===== config.mk =====
export PLATFORM = sky130hd
export DESIGN_NAME = drt_cell
export DESIGN_NICKNAME = d
export VERILOG_FILES = /design/src/sv/drt_pkg.sv /design/src/sv/drt_cell.sv
export SDC_FILE = /design/constraint.sdc
export NUM_CORES = 1
export LEC_CHECK = 0
export BUFFER_PORTS_ARGS = -buffer_cell sky130_fd_sc_hd__buf_2
export CORE_AREA = 2 2 182 184
export DETAILED_ROUTE_END_ITERATION = 10
export DIE_AREA = 0 0 184 186
export PLACE_DENSITY_LB_ADDON = 0.3
export SLEW_MARGIN = 20
export SYNTH_ARGS = -nofsm -noshare
export SYNTH_HDL_FRONTEND = slang
export SYNTH_SLANG_ARGS = --single-unit

===== constraint.sdc =====
create_clock -name clk -period 2.35 [get_ports clk]
set_clock_uncertainty 0.1 [all_clocks]
set_input_delay 0.235 -clock clk [delete_from_list [all_inputs] [get_ports clk]]
set_output_delay 0.235 -clock clk [all_outputs]
set_load 0.05 [all_outputs]

===== src/sv/drt_pkg.sv =====
// drt_pkg: shared types and codes for the device registry table
// no dependencies
package drt_pkg;

  localparam int DEF_TABLE_ENTRIES = 128;

  localparam logic [2:0] CMD_JOIN_REQ  = 3'd0;
  localparam logic [2:0] CMD_JOIN_CONF = 3'd1;
  localparam logic [2:0] CMD_FIND_UC   = 3'd2;
  localparam logic [2:0] CMD_REMOVE    = 3'd3;
  localparam logic [2:0] CMD_CLEAR_ALL = 3'd4;
  localparam logic [2:0] CMD_READ_KEY  = 3'd5;

  localparam logic [1:0] ST_OK        = 2'd0;
  localparam logic [1:0] ST_FULL      = 2'd1;
  localparam logic [1:0] ST_NOT_FOUND = 2'd2;

  typedef struct packed {
    logic        used;
    logic [7:0]  stype;
    logic [31:0] unicast;
    logic [63:0] key_hi;
    logic [63:0] key_lo;
    logic [63:0] mac;
  } entry_t;

  typedef enum logic [1:0] {
    S_IDLE,
    S_SCAN,
    S_WRITE,
    S_DONE
  } state_t;

endpackage


===== src/sv/drt_cell.sv =====
// drt_cell: one table slot in the rotating ring of cells
// depends on drt_pkg
module drt_cell (
  input  logic            clk,
  input  logic            rst_n,
  input  logic            shift_en,
  input  logic            clear,
  input  drt_pkg::entry_t d,
  output drt_pkg::entry_t q
);
  import drt_pkg::*;

  entry_t q_r;

  always_ff @(posedge clk) begin
    if (!rst_n || clear) begin
      q_r <= '0;
    end else if (shift_en) begin
      q_r <= d;
    end
  end

  assign q = q_r;

endmodule


==> results of run 1 <==
## cell usage in the layout, fill, tap and decap left out, drive strengths merged
cell	n
clkinv	7
nor2	233
clkbuf	34
nand2b	1
dlygate4sd3	233
dfxtp	233
buf	490
diode	1
mux2i	233
## power by group through the flow
stage	sequential, uW	clock [uW]	combinational (uW)
floorplan	4680	0	464
global placement	4230	0	1310
detailed placement	4230	0	1320
CTS	4140	3860	1630
global route	4160	4020	1730
finish	4150	3720	1630
## cells by family (layout without fill, tap and decap cells)
logic type             count (synthesis)  after routing  synth area share
multiplexers                         233            233             0.280
buffers and inverters                 52            764            0.0548
flip-flops                           233            233             0.560
AND/OR/NAND/NOR                      234            234             0.106
other                                  0              1                 0
## cell type report
class | instances | area, sq um
clock buffer | 34 | 721
multi-input combinational | 467 | 3220
tap | 408 | 510
fill | 3023 | 18100
antenna | 1 | 2.50
clock inverter | 7 | 50.0
sequential | 233 | 4660
timing repair buffer | 723 | 4970
## worst paths after layout
path                  from  endpoint  slack [ns]  cells after the start
setup / recovery     q[61]     q[61]        0.84                      1
hold / removal    shift_en     q[92]        0.12                      3
setup reg to reg    q[110]    q[110]        1.54                      2
hold reg to reg      q[91]     q[91]        0.38                      2
## stage by stage
stage	util	area [sq um]	setup slack, ns
4_1_cts	0.439	14100	0.784
2_1_floorplan	-	8330	1.21
5_1_grt	0.439	14100	0.769
6_report	0.439	14100	0.840
3_5_place_dp	0.343	11000	0.882
3_3_place_gp	0.343	11000	0.900
## layer usage
metal | GRT usage | vias up | share of wire
met4 | 0.0458 | 0 | 0.025
met2 | 0.256 | 336 | 0.48
li1 | - | 3879 | -
met3 | 0.0385 | 44 | 0.084
met5 | 0 | - | 0
met1 | 0.162 | 3486 | 0.41
## worst min-delay path, delay by kind of cell
| kind | cells | cell delay, ns |
|---|---|---|
| mux | 1 | 0.17 |
| simple gates | 1 | 0.07 |
| buf+inv | 1 | 0.23 |
## repair_timing
item,4_1_cts,5_1_grt
endpoints found under the hold margin,233,0
hold buffers,233,0
setup buffers,0,0
==> results.txt, run 1 <==
RSZ-0062 raised after global routing -> false
Avg Vias per Cell -> 4.14
Die Area -> 34200 sq um
Slew @ Worst Pin -> 0.499 ns
Clock share of power -> 0.392
Worst-path clk slew -> 0.06 ns
Max reg flops -> 233
# rows -> 66
Ys async rst share -> 0
Post-Synthesis Cells -> 752
CP delay by family, top -> flip-flops
Detailed placer's ending HPWL -> 17500 um
Critical Path, Cell by Cell -> buf_2
Most instantiated cells after synthesis -> 233 x dfxtp_1, 233 x mux2i_1, 233 x nor2_1
Die height -> 186 um
CP bufs+invs -> 1
CTS tree -> yes
IO Count -> 470
Worst setup SP type -> register
Root buffer cell -> clkbuf_16
Routability cong. -> 0.749
Leading area contributor after synthesis -> dfxtp_1
Mapped Avg Cell Area -> 11.1 sq um
Crit path time final -> 1.51 ns
P_int -> 6940 uW
Sequential element share of the synthesized area -> 0.560
Synthesized cell area -> 8330 sq um
GRT Total Usage -> 0.142
Reg power frac -> 0.436
Pwr Density -> 672 nW/um^2
Worst EP required -> 2.02 ns
CTS HTree Levels -> 1
Layout area overhead -> 69.7%
Initial detailed-routing violation count -> 159
Distinct cell type count after synthesis -> 9
Top-area cell type share of the netlist area -> 0.560
Slew headroom -> 0.668
CTS Buffer Depth -> 3
EDFF count, synth -> 0
DRC violations left -> 0
Final ANT Viol Nets -> 0
Starting Density -> 0.259
Die X -> 184 um
Worst hold slack -> 0.121 ns
Status -> finished, final reports clean
# nets final -> 1688
Max-cap violations -> 0
Sink Count -> 233
Number of global-route vias before repair -> 7690
Sum Neg Setup Slack -> 0 ns
Total leakage power -> 0.00725 uW
Crit path max fanout -> 2
Ys flop type -> dfxtp_1
Clk_lat worst skew -> 0.53 ns
Synth Net Count -> 989
Switch share -> 0.270
Final wirelength -> 26300 um
Critical-path top delay cell -> dfxtp_1
Slew Limit Fails -> 0
CP peak stage delay -> 0.34 ns
Per-cell routed wire length -> 14.1 um
Tightest Hold Check Type -> in2reg
Synth top area cells -> dfxtp_1 56%, mux2i_1 28%, nor2_1 10%
Vias -> 7745
Final setup fails -> 0
CTS Buf Count -> 26
Share of cells above drive strength 1 -> 0.361
Comb power frac -> 0.172
First-pass detailed-route iteration total -> 4
Final Hold Viols -> 0
YS warnings -> 0
Initial antenna violation count -> 1
P_sw -> 2560 uW
Endpoint class of the critical path -> primary output
Kind of critical path -> reg2out
Largest net degree at the start of global routing -> 69
Final Total Pwr -> 9500 uW
First-pass GRT wire length -> 39600 um
I/O Buffers -> 469
WP data arrival -> 1.17 ns
Core Box Area -> 32200 sq um
Gr ovfl total -> 0
Max Clock Freq -> 662 MHz
Placed Cells -> 1598
Post-CTS resize count -> 0
Fin crit share -> 0.642
VDD IR max -> 0.469 mV
Layout Cells excl Fill -> 1873
FF+latch count, synth -> 233
No activity file was read; power rests on OpenSTA's default activity.
==> inputs of run 2 (changes only) <==
Settings changed: CORE_AREA 2 2 182 184 to 2 2 183 185, DIE_AREA 0 0 184 186 to 0 0 185 187.
Clock period 2.35 ns to 1.45 ns, I/O delays scaled along.
==> results.txt, run 2 (synthesized netlist as in run 1, its figures left out) <==
Placed Area -> 11300 sq um (was 11000 sq um)
Sink Count -> 233 (unchanged)
Final Total Pwr -> 15900 uW (was 9500 uW)
Worst hold slack -> 0.00739 ns (was 0.121 ns)
WP data arrival -> 1.17 ns (about the same)
Max reg flops -> 233 (unchanged)
Fin crit share -> 0.977
# nets final -> 1728 (was 1688)
Sum Neg Setup Slack -> 0 ns (unchanged)
Number of fill cells -> 2994 (was 3023)
Share of cells above drive strength 1 -> 0.365 (was 0.361)
Vias -> 8054 (was 7745)
CP delay by family, top -> flip-flops (unchanged)
IO Count -> 470 (unchanged)
Max Clock Freq -> 706 MHz
Endpoint class of the critical path -> primary output (unchanged)
Critical Path, Cell by Cell -> clkbuf_4 (was buf_2)
Final wirelength -> 27600 um (was 26300 um)
Final setup fails -> 0 (unchanged)
Commonest cells after routing, fill and taps aside -> 444 x buf_2, 254 x dlygate4sd3_1, 233 x mux2i_1, 233 x nor2_1, 233 x dfxtp_1 (was 468 x buf_2, 233 x mux2i_1, 233 x nor2_1, 233 x dlygate4sd3_1, 233 x dfxtp_1)
Worst setup SP type -> register (unchanged)
Clk_lat worst skew -> 0.52 ns (was 0.53 ns)
First-pass detailed-route iteration total -> 4 (unchanged)
Tightest Hold Check Type -> in2reg (unchanged)
CTS HTree Levels -> 1 (unchanged)
Detailed placer's ending HPWL -> 18300 um (was 17500 um)
I/O Buffers -> 469 (unchanged)
Per-cell routed wire length -> 14.1 um (about the same)
Root buffer cell -> clkbuf_16 (unchanged)
CTS Buf Count -> 25 (was 26)
Postcts setup bufs -> 0 (unchanged)
# rows -> 67 (was 66)
Total leakage power -> 0.00749 uW (was 0.00725 uW)
Routability cong. -> 0.776 (was 0.749)
Slew @ Worst Pin -> 0.401 ns (was 0.499 ns)
Max-cap violations -> 0 (unchanged)
CTS tree -> yes (unchanged)
Final Hold Viols -> 0 (unchanged)
Crit path time final -> 1.42 ns
CP bufs+invs -> 1 (unchanged)
Kind of critical path -> reg2out (unchanged)
Core Box Area -> 32900 sq um (was 32200 sq um)
Gr ovfl total -> 0 (unchanged)
Final instance area -> 14700 sq um (was 14100 sq um)
CP peak stage delay -> 0.39 ns (was 0.34 ns)
Avg Vias per Cell -> 4.12 (was 4.14)
Worst EP required -> 1.21 ns (was 2.02 ns)
Die Area -> 34600 sq um (was 34200 sq um)
Crit path max fanout -> 2 (unchanged)
First-pass GRT wire length -> 42800 um (was 39600 um)
Number of global-route vias before repair -> 8533 (was 7690)
Initial detailed-routing violation count -> 150 (was 159)
Slew Limit Fails -> 0 (unchanged)
Layout area overhead -> 76.7% (was 69.7%)
Slew headroom -> 0.733 (was 0.668)
GRT Total Usage -> 0.151 (was 0.142)
VDD IR max -> 0.724 mV (was 0.469 mV)
Initial antenna violation count -> 0 (was 1)
Most common cell after layout, fill and taps aside -> buf_2 (unchanged)
Worst-path clk slew -> 0.06 ns (about the same)
Starting Density -> 0.254 (was 0.259)
Status -> finished, final reports clean (unchanged)
RSZ-0062 raised after global routing -> false (unchanged)
Pwr Density -> 1080 nW/um^2 (was 672 nW/um^2)
Antenna Cells -> 0 (was 1)
Die X -> 185 um (was 184 um)
DRC violations left -> 0 (unchanged)
Final ANT Viol Nets -> 0 (unchanged)
Largest net degree at the start of global routing -> 29 (was 69)
Die height -> 187 um (was 186 um)
Critical-path top delay cell -> dfxtp_1 (unchanged)
CTS Buffer Depth -> 3 (unchanged)
[run 2: final timing paths]
kind	slack, ns	start	end	cells past startpoint
min	0.007	shift_en	q[201]	4
max reg2reg	0.09	q[162]	q[162]	3
max	0.03	q[152]	q[152]	1
min reg2reg	0.38	q[126]	q[126]	2
[run 2: where the power goes]
part / switching (uW) / leakage (uW) / total [uW] / internal, uW
Sequential: 114 / 0.00190 / 6730 / 6620
Clock: 2600 / 0.000406 / 6370 / 3770
Combinational: 1510 / 0.00518 / 2780 / 1270
Total: 4220 / 0.00749 / 15900 / 11700
[run 2: per-layer routing]
| metal | GRT usage | routed length (um) | up-vias | share of wire |
|---|---|---|---|---|
| met3 | 0.0386 | 2280 | 74 | 0.083 |
| met5 | 0 | 0 | - | 0 |
| met2 | 0.279 | 13600 | 355 | 0.49 |
| li1 | - | - | 3962 | - |
| met4 | 0.0644 | 1040 | 0 | 0.038 |
| met1 | 0.162 | 10700 | 3663 | 0.39 |
[run 2: layout make-up]
| type | count | area, sq um | area share |
|---|---|---|---|
| tap | 448 | 561 | 0.0381 |
| timing repair buffer | 764 | 5470 | 0.371 |
| clock buffer | 35 | 713 | 0.0484 |
| multi-input combinational | 467 | 3220 | 0.219 |
| sequential | 233 | 4660 | 0.317 |
| clock inverter | 9 | 98.8 | 0.00671 |
[run 2: what timing repair did]
action	4_1_cts	5_1_grt
gates resized for setup	13	15
endpoints found under the hold margin	233	0
hold buffers	254	0
setup endpoints to repair	11	15
[run 2: worst reg2reg max path: stages, from the launching register on]
cell and delay, ns:
dfxtp_1 0.32, mux2i_1 0.17, nor2_1 0.08, dlygate4sd3_1 0.57
[run 2: stage by stage]
step / utilization / setup slack (ns) / std cells
after floorplan: - / 0.398 / 752
after global placement: 0.344 / 0.293 / 1658
after detailed placement: 0.344 / 0.273 / 1658
after CTS: 0.447 / 0.000363 / 1956
after global routing: 0.448 / 0.0000197 / 1956
final: 0.448 / 0.0337 / 1956
